## config.mk

```make
export PLATFORM = sky130hd
export DESIGN_NAME = tensor_permute_address_gen_unit
export DESIGN_NICKNAME = d
export VERILOG_FILES = /design/src/sv/tpag_pkg.sv /design/src/sv/tensor_permute_address_gen_unit.sv /design/src/sv/tpag_mac.sv
export VERILOG_INCLUDE_DIRS = /design/src /design/src/sv
export SDC_FILE = /design/constraint.sdc
export NUM_CORES = 2
export LEC_CHECK = 0
export BUFFER_PORTS_ARGS = -buffer_cell sky130_fd_sc_hd__buf_2
export CORE_MARGIN = 2
export CORE_UTILIZATION = 30
export DETAILED_ROUTE_END_ITERATION = 16
export PLACE_DENSITY = 0.46
export SYNTH_ARGS = -nofsm -noshare
export SYNTH_HDL_FRONTEND = slang
export SYNTH_HIERARCHICAL = 1
export SYNTH_SLANG_ARGS = --single-unit
```

## constraint.sdc

```tcl
create_clock -name clk -period 13.1 [get_ports clk]
set_input_delay 1.965 -clock clk [delete_from_list [all_inputs] [get_ports clk]]
set_output_delay 1.965 -clock clk [all_outputs]
set_load 0.005 [all_outputs]
```

## src/sv/assert_macros.svh

```systemverilog
// Assertion macros shared by the address generator RTL.
`ifndef ASSERT_MACROS_SVH
`define ASSERT_MACROS_SVH
`ifndef SYNTHESIS
// Same-cycle implication, clocked on clk, off during reset
`define TPAG_ASSERT_IMPL(lbl, ante, cons, msg) \
    lbl: assert property (@(posedge clk) disable iff (!rst_n) (ante) |-> (cons)) else $error(msg);
// Next-cycle implication, clocked on clk, off during reset
`define TPAG_ASSERT_NEXT(lbl, ante, cons, msg) \
    lbl: assert property (@(posedge clk) disable iff (!rst_n) (ante) |=> (cons)) else $error(msg);
`else
`define TPAG_ASSERT_IMPL(lbl, ante, cons, msg)
`define TPAG_ASSERT_NEXT(lbl, ante, cons, msg)
`endif
`endif

```

## src/sv/tpag_pkg.sv

```systemverilog
// Shared types and constants for the tensor permute address generator.
`default_nettype none

package tpag_pkg;

    localparam int ADDR_W        = 48;
    localparam int DIG_W         = 16;
    localparam int SIZE_REG_W    = 16;
    localparam int NUM_SIZE_REGS = 4;
    localparam int AXIS_W        = 8;
    localparam int ELEM_W        = 5;
    localparam int CFG_IDX_W     = 3;

    // Configuration register indexes
    typedef enum logic [CFG_IDX_W-1:0] {
        CFG_DIM0 = 3'd0,
        CFG_DIM1 = 3'd1,
        CFG_DIM2 = 3'd2,
        CFG_DIM3 = 3'd3,
        CFG_AXIS = 3'd4,
        CFG_ELEM = 3'd5,
        CFG_SRC  = 3'd6,
        CFG_DST  = 3'd7
    } cfg_idx_t;

    // Control of the shared multiply-accumulate unit
    typedef struct packed {
        logic en;
        logic accum;
    } mac_ctl_t;

endpackage

`default_nettype wire

```

## src/sv/tensor_permute_address_gen_unit.sv

```systemverilog
// Top level of the N-dimensional tensor permute address generator.
//
//   channel   direction   handshake              payload
//   request   in          in_valid / in_stall    restart
//   result    out         out_valid / out_stall  src_addr, dst_addr, last
//   config    in          cfg_we                 cfg_index, cfg_data
//
// Each request runs through the single shared 48x16 multiply-accumulate in
// order: strides first, then the index dot product, then scaling by the
// element size for each address.
// in_stall is high from acceptance until the result is loaded into the output
// register; a stalled output holds the sequencer in its final step.
// Reset clears the counters and loads the register defaults.
`default_nettype none

`include "assert_macros.svh"

module tensor_permute_address_gen_unit #(
    parameter int MAX_DIMS = 4,
    parameter int DIM_BITS = 16
) (
    input  logic                              clk,
    input  logic                              rst_n,
    // request channel
    input  logic                              in_valid,
    output logic                              in_stall,
    input  logic                              restart,
    // result channel
    output logic                              out_valid,
    input  logic                              out_stall,
    output logic [tpag_pkg::ADDR_W-1:0]       src_addr,
    output logic [tpag_pkg::ADDR_W-1:0]       dst_addr,
    output logic                              last,
    // configuration write port
    input  logic                              cfg_we,
    input  logic [tpag_pkg::CFG_IDX_W-1:0]    cfg_index,
    input  logic [tpag_pkg::ADDR_W-1:0]       cfg_data
);
    import tpag_pkg::*;

    localparam int DIM_IW = (MAX_DIMS > 1) ? $clog2(MAX_DIMS) : 1;
    localparam int CNT_W  = $clog2(MAX_DIMS + 1);
    localparam int NDIG   = (DIM_BITS + DIG_W - 1) / DIG_W;
    localparam int DIG_IW = (NDIG > 1) ? $clog2(NDIG) : 1;
    localparam int IDXX_W = NDIG * DIG_W;
    localparam int SZ_W   = (DIM_BITS < SIZE_REG_W) ? DIM_BITS : SIZE_REG_W;
    localparam int NXT_W  = DIM_BITS + 1;

    typedef enum logic [5:0] {
        ST_IDLE   = 6'b000001,
        ST_STRIDE = 6'b000010,
        ST_DOT    = 6'b000100,
        ST_SRC    = 6'b001000,
        ST_DST    = 6'b010000,
        ST_DONE   = 6'b100000
    } state_t;

    // Configuration registers
    logic [SIZE_REG_W-1:0] dim_size_reg [NUM_SIZE_REGS];
    logic [AXIS_W-1:0]     axis_order_reg;
    logic [ELEM_W-1:0]     elem_bytes_reg;
    logic [ADDR_W-1:0]     src_base_reg;
    logic [ADDR_W-1:0]     dst_base_reg;

    // Sequencer and counters
    state_t                state_reg;
    logic [CNT_W-1:0]      cnt_reg;
    logic [DIM_IW-1:0]     dot_reg;
    logic [DIG_IW-1:0]     dig_reg;
    logic [DIM_BITS-1:0]   dst_index_reg [MAX_DIMS];
    logic [ADDR_W-1:0]     dst_count_reg;

    // Datapath storage
    logic [ADDR_W-1:0]     stride_reg [MAX_DIMS];
    logic [ADDR_W-1:0]     src_hold_reg;
    logic                  out_valid_reg;
    logic [ADDR_W-1:0]     src_addr_reg;
    logic [ADDR_W-1:0]     dst_addr_reg;
    logic                  last_reg;

    // Derived values
    logic [SZ_W-1:0]       src_size [MAX_DIMS];
    logic [DIM_IW-1:0]     axis_of [MAX_DIMS];
    logic [SZ_W-1:0]       extent [MAX_DIMS];
    logic [NXT_W-1:0]      idx_inc [MAX_DIMS];
    logic [DIM_BITS-1:0]   idx_next [MAX_DIMS];
    logic [MAX_DIMS-1:0]   wrap;
    logic [MAX_DIMS-1:0]   carry_in;
    logic                  odo_last;
    logic [DIM_IW-1:0]     str_idx;
    logic [IDXX_W-1:0]     idx_ext;

    // Handshake
    logic                  accept;
    logic                  out_free;
    logic                  load;

    // Shared unit
    mac_ctl_t              mac_ctl;
    logic [ADDR_W-1:0]     mac_a;
    logic [DIG_W-1:0]      mac_b;
    logic [ADDR_W-1:0]     mac_addend;
    logic [ADDR_W-1:0]     mac_acc;

    // Configuration writes
    always_ff @(posedge clk or negedge rst_n)
    begin
        if (!rst_n)
        begin
            for (int d = 0; d < NUM_SIZE_REGS; d++)
            begin
                dim_size_reg[d] <= SIZE_REG_W'(1);
            end
            axis_order_reg <= AXIS_W'(228);
            elem_bytes_reg <= ELEM_W'(1);
            src_base_reg   <= '0;
            dst_base_reg   <= '0;
        end
        else if (cfg_we)
        begin
            unique case (cfg_index)
                CFG_DIM0, CFG_DIM1, CFG_DIM2, CFG_DIM3:
                    dim_size_reg[cfg_index[1:0]] <= cfg_data[SIZE_REG_W-1:0];
                CFG_AXIS: axis_order_reg <= cfg_data[AXIS_W-1:0];
                CFG_ELEM: elem_bytes_reg <= cfg_data[ELEM_W-1:0];
                CFG_SRC:  src_base_reg   <= cfg_data;
                CFG_DST:  dst_base_reg   <= cfg_data;
                default: ;
            endcase
        end
    end

    // Source sizes (zero reads as one) and axis map per lane
    for (genvar d = 0; d < MAX_DIMS; d++)
    begin : g_lane
        if (d < NUM_SIZE_REGS)
        begin : g_reg
            assign src_size[d] = (dim_size_reg[d][SZ_W-1:0] == '0) ? SZ_W'(1)
                                                                : dim_size_reg[d][SZ_W-1:0];
            assign axis_of[d]  = DIM_IW'(32'(axis_order_reg[2*d +: 2]) % MAX_DIMS);
        end
        else
        begin : g_fixed
            assign src_size[d] = SZ_W'(1);
            assign axis_of[d]  = DIM_IW'(d);
        end
    end

    // Odometer: each lane wraps at its extent, carries ripple from the innermost
    for (genvar i = 0; i < MAX_DIMS; i++)
    begin : g_odo
        assign extent[i]  = src_size[axis_of[i]];
        assign idx_inc[i] = NXT_W'(dst_index_reg[i]) + NXT_W'(1);
        assign wrap[i]    = (idx_inc[i] >= NXT_W'(extent[i]));
        if (i == MAX_DIMS - 1)
        begin : g_inner
            assign carry_in[i] = 1'b1;
        end
        else
        begin : g_outer
            assign carry_in[i] = carry_in[i+1] & wrap[i+1];
        end
        assign idx_next[i] = !carry_in[i] ? dst_index_reg[i]
                           : (wrap[i] ? '0 : idx_inc[i][DIM_BITS-1:0]);
    end

    assign odo_last = carry_in[0] & wrap[0];

    // Handshake
    assign accept   = in_valid && (state_reg == ST_IDLE);
    assign in_stall = (state_reg != ST_IDLE);
    assign out_free = !out_valid_reg || !out_stall;
    assign load     = (state_reg == ST_DONE) && out_free;

    // Stride slot handled by this step; index digit for the dot product
    assign str_idx = DIM_IW'(CNT_W'(MAX_DIMS) - cnt_reg);
    assign idx_ext = IDXX_W'(dst_index_reg[dot_reg]);

    // Operand selection for the shared unit
    always_comb
    begin
        mac_ctl    = '0;
        mac_a      = '0;
        mac_b      = '0;
        mac_addend = '0;
        unique case (state_reg)
            ST_STRIDE:
            begin
                // innermost stride is one, each outer one is the next times its size
                mac_ctl.en = (cnt_reg != CNT_W'(MAX_DIMS));
                if (cnt_reg == '0)
                begin
                    mac_a = ADDR_W'(1);
                    mac_b = DIG_W'(1);
                end
                else
                begin
                    mac_a = mac_acc;
                    mac_b = DIG_W'(src_size[str_idx]);
                end
            end
            ST_DOT:
            begin
                mac_ctl.en    = 1'b1;
                mac_ctl.accum = (dot_reg != '0) || (dig_reg != '0);
                mac_a         = stride_reg[axis_of[dot_reg]] << (DIG_W * dig_reg);
                mac_b         = idx_ext[dig_reg*DIG_W +: DIG_W];
            end
            ST_SRC:
            begin
                mac_ctl.en = 1'b1;
                mac_a      = mac_acc;
                mac_b      = DIG_W'(elem_bytes_reg);
                mac_addend = src_base_reg;
            end
            ST_DST:
            begin
                mac_ctl.en = 1'b1;
                mac_a      = dst_count_reg;
                mac_b      = DIG_W'(elem_bytes_reg);
                mac_addend = dst_base_reg;
            end
            default: ;
        endcase
    end

    tpag_mac u_mac (
        .clk    (clk),
        .ctl    (mac_ctl),
        .a      (mac_a),
        .b      (mac_b),
        .addend (mac_addend),
        .acc    (mac_acc)
    );

    // Sequencer, counters and output valid
    always_ff @(posedge clk or negedge rst_n)
    begin
        if (!rst_n)
        begin
            state_reg     <= ST_IDLE;
            cnt_reg       <= '0;
            dot_reg       <= '0;
            dig_reg       <= '0;
            dst_count_reg <= '0;
            out_valid_reg <= 1'b0;
            for (int i = 0; i < MAX_DIMS; i++)
            begin
                dst_index_reg[i] <= '0;
            end
        end
        else
        begin
            if (load)
            begin
                out_valid_reg <= 1'b1;
            end
            else if (out_valid_reg && !out_stall)
            begin
                out_valid_reg <= 1'b0;
            end

            unique case (state_reg)
                ST_IDLE:
                begin
                    if (accept)
                    begin
                        state_reg <= ST_STRIDE;
                        cnt_reg   <= '0;
                        if (restart)
                        begin
                            dst_count_reg <= '0;
                            for (int i = 0; i < MAX_DIMS; i++)
                            begin
                                dst_index_reg[i] <= '0;
                            end
                        end
                    end
                end
                ST_STRIDE:
                begin
                    if (cnt_reg == CNT_W'(MAX_DIMS))
                    begin
                        state_reg <= ST_DOT;
                        dot_reg   <= '0;
                        dig_reg   <= '0;
                    end
                    else
                    begin
                        cnt_reg <= cnt_reg + CNT_W'(1);
                    end
                end
                ST_DOT:
                begin
                    if (dig_reg == DIG_IW'(NDIG - 1))
                    begin
                        dig_reg <= '0;
                        if (dot_reg == DIM_IW'(MAX_DIMS - 1))
                        begin
                            state_reg <= ST_SRC;
                        end
                        else
                        begin
                            dot_reg <= dot_reg + DIM_IW'(1);
                        end
                    end
                    else
                    begin
                        dig_reg <= dig_reg + DIG_IW'(1);
                    end
                end
                ST_SRC:
                begin
                    state_reg <= ST_DST;
                end
                ST_DST:
                begin
                    state_reg <= ST_DONE;
                end
                ST_DONE:
                begin
                    // advance only when the result register takes this request
                    if (out_free)
                    begin
                        state_reg     <= ST_IDLE;
                        dst_count_reg <= odo_last ? '0 : dst_count_reg + ADDR_W'(1);
                        for (int i = 0; i < MAX_DIMS; i++)
                        begin
                            dst_index_reg[i] <= idx_next[i];
                        end
                    end
                end
                default:
                begin
                    state_reg <= ST_IDLE;
                end
            endcase
        end
    end

    // Stride store, source address hold and result register
    always_ff @(posedge clk)
    begin
        if ((state_reg == ST_STRIDE) && (cnt_reg != '0))
        begin
            stride_reg[str_idx] <= mac_acc;
        end
        if (state_reg == ST_DST)
        begin
            src_hold_reg <= mac_acc;
        end
        if (load)
        begin
            src_addr_reg <= src_hold_reg;
            dst_addr_reg <= mac_acc;
            last_reg     <= odo_last;
        end
    end

    assign out_valid = out_valid_reg;
    assign src_addr  = src_addr_reg;
    assign dst_addr  = dst_addr_reg;
    assign last      = last_reg;

    // Checks
    `TPAG_ASSERT_NEXT(a_accept_starts, accept, (state_reg == ST_STRIDE), "request did not start")
    `TPAG_ASSERT_IMPL(a_out_done, $rose(out_valid), ($past(state_reg) == ST_DONE), "stray result")
    `TPAG_ASSERT_NEXT(a_wrap_count, (load && odo_last), (dst_count_reg == '0), "count not cleared")
    `TPAG_ASSERT_NEXT(a_count_holds, (!load && !accept), $stable(dst_count_reg), "count moved")

endmodule

`default_nettype wire

```

## src/sv/tpag_mac.sv

```systemverilog
// Shared 48x16 multiply-accumulate unit with a registered result.
`default_nettype none

module tpag_mac (
    input  logic                          clk,
    input  tpag_pkg::mac_ctl_t            ctl,
    input  logic [tpag_pkg::ADDR_W-1:0]   a,
    input  logic [tpag_pkg::DIG_W-1:0]    b,
    input  logic [tpag_pkg::ADDR_W-1:0]   addend,
    output logic [tpag_pkg::ADDR_W-1:0]   acc
);
    import tpag_pkg::*;

    localparam int PROD_W = ADDR_W + DIG_W;

    logic [PROD_W-1:0] prod;
    logic [ADDR_W-1:0] base;
    logic [ADDR_W-1:0] acc_reg;
    logic [ADDR_W-1:0] acc_next;

    // Product kept modulo 2^48, added to either the running sum or the addend
    assign prod     = PROD_W'(a) * PROD_W'(b);
    assign base     = ctl.accum ? acc_reg : addend;
    assign acc_next = base + prod[ADDR_W-1:0];

    always_ff @(posedge clk)
    begin
        if (ctl.en)
        begin
            acc_reg <= acc_next;
        end
    end

    assign acc = acc_reg;

endmodule

`default_nettype wire
```

* Word-level counts from Yosys, hierarchy flattened
Memory sizes are Yosys's and may differ from the RTL's.
Index checks and enable logic that the tools add are counted.
** Word-level totals
- Memories :: 1
- Output and inout bits :: 99
- Latch bits :: 0
- RAM bits :: 192
- Input bits :: 57
- Memory bits (read-only) :: 0
- Register bits after elaboration :: 491
** Memory list
- stride_reg :: depth 4, width 48, read ports 1, clocked after memory_dff 0, wr ports 1, RTL line tensor_permute_address_gen_unit.sv:74 : logic [ADDR_W-1:0] stride_reg [MAX_DIMS];
** Operators by class
- Magnitude comparators :: 12
- Equality and inequality tests :: 28
- Mux-type cells :: 72
- Div/mod/pow operators :: 0
- Shifts and indexed selects :: 2
- Multiply operators :: 1
- Add/sub/neg operators :: 10
- Bitwise gates (word level) :: 10
- Reduce and logical (&&, ||, !) cells :: 37
** Operator list (number)
- $mux W16 :: 25
- $mux W48 :: 6
- $bmux W16 S2 :: 6
- $mux W64 :: 3
- $pmux W48 S2 :: 2
- $pmux W48 S4 :: 1
- $pmux W64 S2 :: 1
- $add A16 B1 Y17 const B :: 4
- $ge A17 B16 Y1 :: 4
- $bwmux W64 :: 1
- $logic_not A16 Y1 :: 4
- $add A48 B1 Y48 const B :: 1
- $add A48 B48 Y48 :: 1
- $mul A48 B16 Y48 :: 1
- $pmux W16 S3 :: 1
- $shl A48 B5 Y48 :: 1
- $pmux W6 S6 :: 1
- $demux W16 S2 :: 1
- $mux W6 :: 5
- $ne A2 B2 Y1 const B :: 11
- $ge A3 B3 Y1 const B :: 7
- $not A2 Y3 :: 7
- $reduce_and A5 Y1 :: 4
- $shiftx A16 B6 Y16 :: 1
- 37 further kinds :: 73

* Logic depth before layout (Yosys ltp)
- Depth after elaboration :: 12
- Gate-level depth with buffers :: 34

* Hierarchy
The synthesis kept the hierarchy.
** Modules (own cells, without submodules)
- tensor_permute_address_gen_unit :: cells each 2077, area each 29927.5 sq um, sequential area each 17564.3 sq um, times used 1
- tpag_mac :: cells each 2532, area each 22590.4 sq um, sequential area each 1441.4 sq um, times used 1

* Worst setup path before layout
OpenSTA, ideal clock, no wires.
- Path kind :: register to register
- Start :: register cnt_reg[0]
- End :: register u_mac.acc_reg[45], in the netlist u_mac/acc[45], data pin
- Path slack :: 4.250 ns
- Period minus slack after synthesis :: 8.850 ns
- Buffers on the path :: 5
- Stages on the path, launching flop included :: 34
- Arrival time :: 8.577 ns
- Cells stage by stage :: dfrtp_1 -> clkbuf_1 -> clkbuf_1 -> inv_1 -> ha_1 -> nor2b_1 -> nor2_1 -> or2_2 -> buf_2 -> buf_1 -> a222oi_1 -> inv_1 -> clkbuf_1 -> nand2_1 -> fa_1 -> inv_1 -> fa_1 -> inv_1 -> fa_1 -> inv_1 -> fa_1 -> fa_1 -> inv_1 -> fa_1 -> inv_1 -> ha_1 -> a21oi_1 -> o21ai_0 -> a221oi_1 -> a311o_2 -> o21ai_0 -> a221o_1 -> a2111oi_0 -> a211oi_1
** On the way
- Elaborated cells on any way between the ends :: 12
- Those cells by class :: add/sub: 2; mul: 1; mux: 7; bitwise: 1; reduce/logical: 1
** RTL lines
- from (decl) :: RTL line tensor_permute_address_gen_unit.sv:67 : logic [CNT_W-1:0] cnt_reg;
- from (signal assigned) :: RTL line tensor_permute_address_gen_unit.sv:290 : cnt_reg <= cnt_reg + CNT_W'(1);
- $logic_not A3 Y1 :: RTL line tensor_permute_address_gen_unit.sv:191 : if (cnt_reg == '0)
- $mux W48 :: RTL line tensor_permute_address_gen_unit.sv:191
- $pmux W48 S4 :: RTL line tensor_permute_address_gen_unit.sv:186 : unique case (state_reg)
- net mac_a[7] :: RTL line tensor_permute_address_gen_unit.sv:100 : logic [ADDR_W-1:0] mac_a;
- $mul A48 B16 Y48 :: RTL line tpag_mac.sv:22 : assign prod = PROD_W'(a) * PROD_W'(b);
- $add A48 B48 Y48 :: RTL line tpag_mac.sv:24 : assign acc_next = base + prod[ADDR_W-1:0];
- net u_mac.acc_next[45] :: RTL line tpag_mac.sv:19 : logic [ADDR_W-1:0] acc_next;
- to (signal assigned) :: RTL line tpag_mac.sv:30 : acc_reg <= acc_next;
- to (decl) :: RTL line tpag_mac.sv:18 : logic [ADDR_W-1:0] acc_reg;
The timed path passes the listed nets, and every way through them passes these cells. The select of a mux whose other input is x is not followed.
A chain may end at the register's enable or synchronous reset.

* Worst setup path in the final report
- Start :: register axis_order_reg[2]
- End :: register u_mac.acc_reg[44], in the netlist u_mac/acc[44], data pin
** On the way
- Word-level cells in the longest chain between the ends :: 8
** Ends and longest elaborated chain
- from (decl) :: RTL line tensor_permute_address_gen_unit.sv:60 : logic [AXIS_W-1:0] axis_order_reg;
- from (signal assigned) :: RTL line tensor_permute_address_gen_unit.sv:124 : CFG_AXIS: axis_order_reg <= cfg_data[AXIS_W-1:0];
- $bmux W2 S2 :: RTL line tensor_permute_address_gen_unit.sv:206 : mac_a = stride_reg[axis_of[dot_reg]] << (DIG_W * dig_reg);
- $mux W2 (not written as such) (2 in a row) :: RTL line tensor_permute_address_gen_unit.sv:206
- $mem_v2 Z4 W48
- $shl A48 B5 Y48 :: RTL line tensor_permute_address_gen_unit.sv:206
- $pmux W48 S4 :: RTL line tensor_permute_address_gen_unit.sv:186
- net mac_a[4] :: RTL line tensor_permute_address_gen_unit.sv:100
- $mul A48 B16 Y48 :: RTL line tpag_mac.sv:22
- $add A48 B48 Y48 :: RTL line tpag_mac.sv:24
- net u_mac.acc_next[44] :: RTL line tpag_mac.sv:19
The timed path passes the listed nets, and every way through them passes these cells. The select of a mux whose other input is x is not followed.

==> flow_metrics.tcl <==
set metrics [dict create \
    outcome "completed" \
    fp.dieW_um 422 \
    hold_depth 0 \
    maxCapViolCount 0 \
    finalSetupTns_ns 0 \
    synth-edff-count 385 \
    nets 5486 \
    setup_viol 0 \
    synth-seq-cells 682 \
    fmax_ghz 0.0967 \
    post-route-util 0.339 \
    min_path_type "reg -> reg" \
    path_class "reg -> reg" \
    fillers 17532 \
    p_leak_nw 25.0 \
    pwr-share-clk 0.322 \
    yosysTopAreaCell "edfxtp_1" \
    initial_utilization 0.302 \
    cts_buffers 85 \
    first_pass_iters 9 \
    drv_slew 0 \
    synth_warnings 6 \
    areaGrowthSynthToFinish_pct 12.1 \
    boundaryPins 156 \
    hp-start "src_hold_reg[44]" \
    gr-usage-met3 0.0308 \
    timing_hold_violations_final 0 \
    postCtsHoldBufs 0 \
    largest_reg_flops 192 \
    skew_ns 0.0448 \
    ant_nets 0 \
    gr-usage-met2 0.299 \
    place_ws_ns 2.74 \
    cts_tree "built" \
    power.internal_mw 4.81 \
    worstHoldEndpoint "src_addr[44]" \
    synth_common_cells "inv_1, fa_1, nand2_1" \
    syn_area_um2 52500 \
    max_slew.worst_pin.slew_ns 1.34 \
    reg2reg_from "axis_order_reg[2]" \
    clk_latency_ns 0.72 \
    ctsResizeCount 0 \
    dr.first_iter.drc_count 2890 \
    grt_max_degree 100 \
    post_drt_wl_per_cell_um 23.8 \
    cts.path.max_buffers 3 \
    ys_types 92 \
    clk_pin_slew_ns 0.06 \
    top_usage_layer "met2" \
    drive_gt1_frac 0.159 \
    r2r_cells 25 \
    dieArea_um2 178000 \
    htree_levels 3 \
    synth.area.top_cells "edfxtp_1, fa_1, dfrtp_1" \
    grt-ovfl-total 0 \
    combPwrFrac 0.294 \
    dp_hpwl_um 123000 \
    die_h_um 422 \
    p_sw_mw 2.77 \
    min_period_ns 10.34 \
    synth_top_area_frac 0.220 \
    synthArstFlopShare 0.435 \
    io_buffers 155 \
    crit_path_start "axis_order_reg[2]" \
    cts_sinks 682 \
    drcViolationCount 0 \
    core-area_um2 174000 \
    synth-main-ff-cell "edfxtp_1" \
    period_share 0.789 \
    avgSynthCellArea_um2 11.4 \
    grt_pass1_wl_um 254000 \
    setup_ws_ns 2.76 \
    postCtsSetupBuffers 0 \
    seqPwrFrac 0.384 \
    rrSetupSlack_ns 2.76 \
    ys_seq_area_frac 0.362 \
    antenna_found_initial 15 \
    synth.most_common_cell "inv_1" \
    p_sw_frac 0.365 \
    rows 153 \
    grt_pass1_vias 37442 \
    dr_total_vias 35492 \
    arrival_ns 10.79 \
    wl_um 169000 \
    crit_fanout 27 \
    start_kind "flop" \
    endpoint_kind "flop" \
    required_ns 13.56 \
    grt_usage 0.191 \
    p_total_mw 7.57 \
    p_per_area_nw_per_um2 129 \
    maxSlewHeadroom 0.106 \
    place.gp.congestion 0.866 \
    viasPerCell 5.00 \
    r2r_end "u_mac/acc[44]" \
    rsz0062_at_grt "no" \
    use_met1 0.272 \
    syn-instance-count 4609 \
    cts_root_buf "clkbuf_16" \
    ir_drop_mv 0.0953 \
    synthesis.nets 5400 \
]
## critical path, stage by stage (launching register included)
cell	delay (ns)
dfstp_2	0.94
mux4_4	0.90
buf_4	0.58
mux4_2	0.56
a222oi_1	0.32
inv_1	0.35
and2_1	0.30
fa_1	0.50
inv_1	0.06
fa_1	0.53
inv_1	0.05
fa_1	0.49
fa_1	0.43
fa_1	0.50
inv_1	0.05
fa_1	0.48
inv_1	0.04
ha_1	0.40
o21ai_0	0.13
a21oi_1	0.20
o41a_1	0.24
o21ai_0	0.28
nor4b_2	0.81
o21bai_1	0.31
and2_1	0.27
o221a_2	0.30
## cell usage in the layout, fill, tap and decap left out, types with 12 or more instances in the layout
cell         n
mux4_2     145
xor2_1      68
clkinv_2    12
nand4_1     30
and3_1      26
nor4_1      20
clkbuf_16   88
fa_1       574
and2_1     225
nand3_1     76
clkbuf_1    18
a22o_1      60
nand2b_1    20
a32o_1      23
mux2_2     179
edfxtp_1   385
mux2i_1     43
ha_1       160
a222oi_1    47
dfrtp_1    287
o21ai_1     14
buf_2      154
nor2_1     127
o21bai_1    12
xnor2_1     86
o21ai_0     67
nor3_1      25
a21o_1      28
buf_4       75
inv_1      807
a21oi_1     78
nand2_1    570
## power groups by stage
stage | registers (mW) | clock network [mW] | logic, mW
2_1_floorplan | 2.78 | 0 | 1.42
3_3_place_gp | 2.95 | 0 | 2.22
3_5_place_dp | 2.95 | 0 | 2.24
4_1_cts | 2.91 | 2.53 | 2.24
5_1_grt | 2.94 | 2.61 | 2.42
6_report | 2.91 | 2.44 | 2.23
## stage by stage
stage / instances / hold WS [ns] / cell area [um2]
after global placement: 6933 / 0.401 / 56000
after detailed placement: 6933 / 0.405 / 56000
after global routing: 7096 / 0.423 / 58900
final: 7097 / 0.412 / 58900
after CTS: 7093 / 0.405 / 58900
after floorplan: 4609 / 0.400 / 52500
## cell families (layout without fill, tap and decap cells)
logic type / count (synthesis) / count (layout) / synth area share
simple gates: 1196 / 1196 / 0.109
compound gates: 433 / 433 / 0.0618
other cells: 0 / 4 / 0
mux: 368 / 368 / 0.109
buf+inv: 1040 / 1199 / 0.0750
fa+ha+maj: 734 / 734 / 0.257
flops: 682 / 682 / 0.362
xor+xnor: 156 / 156 / 0.0265
## worst max-delay path by stage
stage                    endpoint  slack (ns)  cells past startpoint
floorplan           u_mac/acc[45]        4.25                     33
global placement    u_mac/acc[44]        2.81                     25
detailed placement  u_mac/acc[44]        2.74                     25
CTS                 u_mac/acc[44]        2.70                     25
global route        u_mac/acc[44]        2.18                     25
finish              u_mac/acc[44]        2.76                     25
## area by class of cell
cell class	count	area (um2)	share of cell area
Multi-Input combinational cell	2887	29700	0.504
Sequential cell	682	19000	0.323
Inverter	808	3040	0.0516
Tap cell	2325	2910	0.0494
Clock buffer	111	2340	0.0397
Timing Repair Buffer	231	1370	0.0232
Clock inverter	49	532	0.00903
Antenna cell	4	10.0	0.000170
## per-layer routing
layer	part of all wire	routed length, um
met1	0.46	77700
met2	0.45	76700
met3	0.058	9870
met4	0.027	4530
met5	0.00023	39
(Power assumes the default switching activity.)
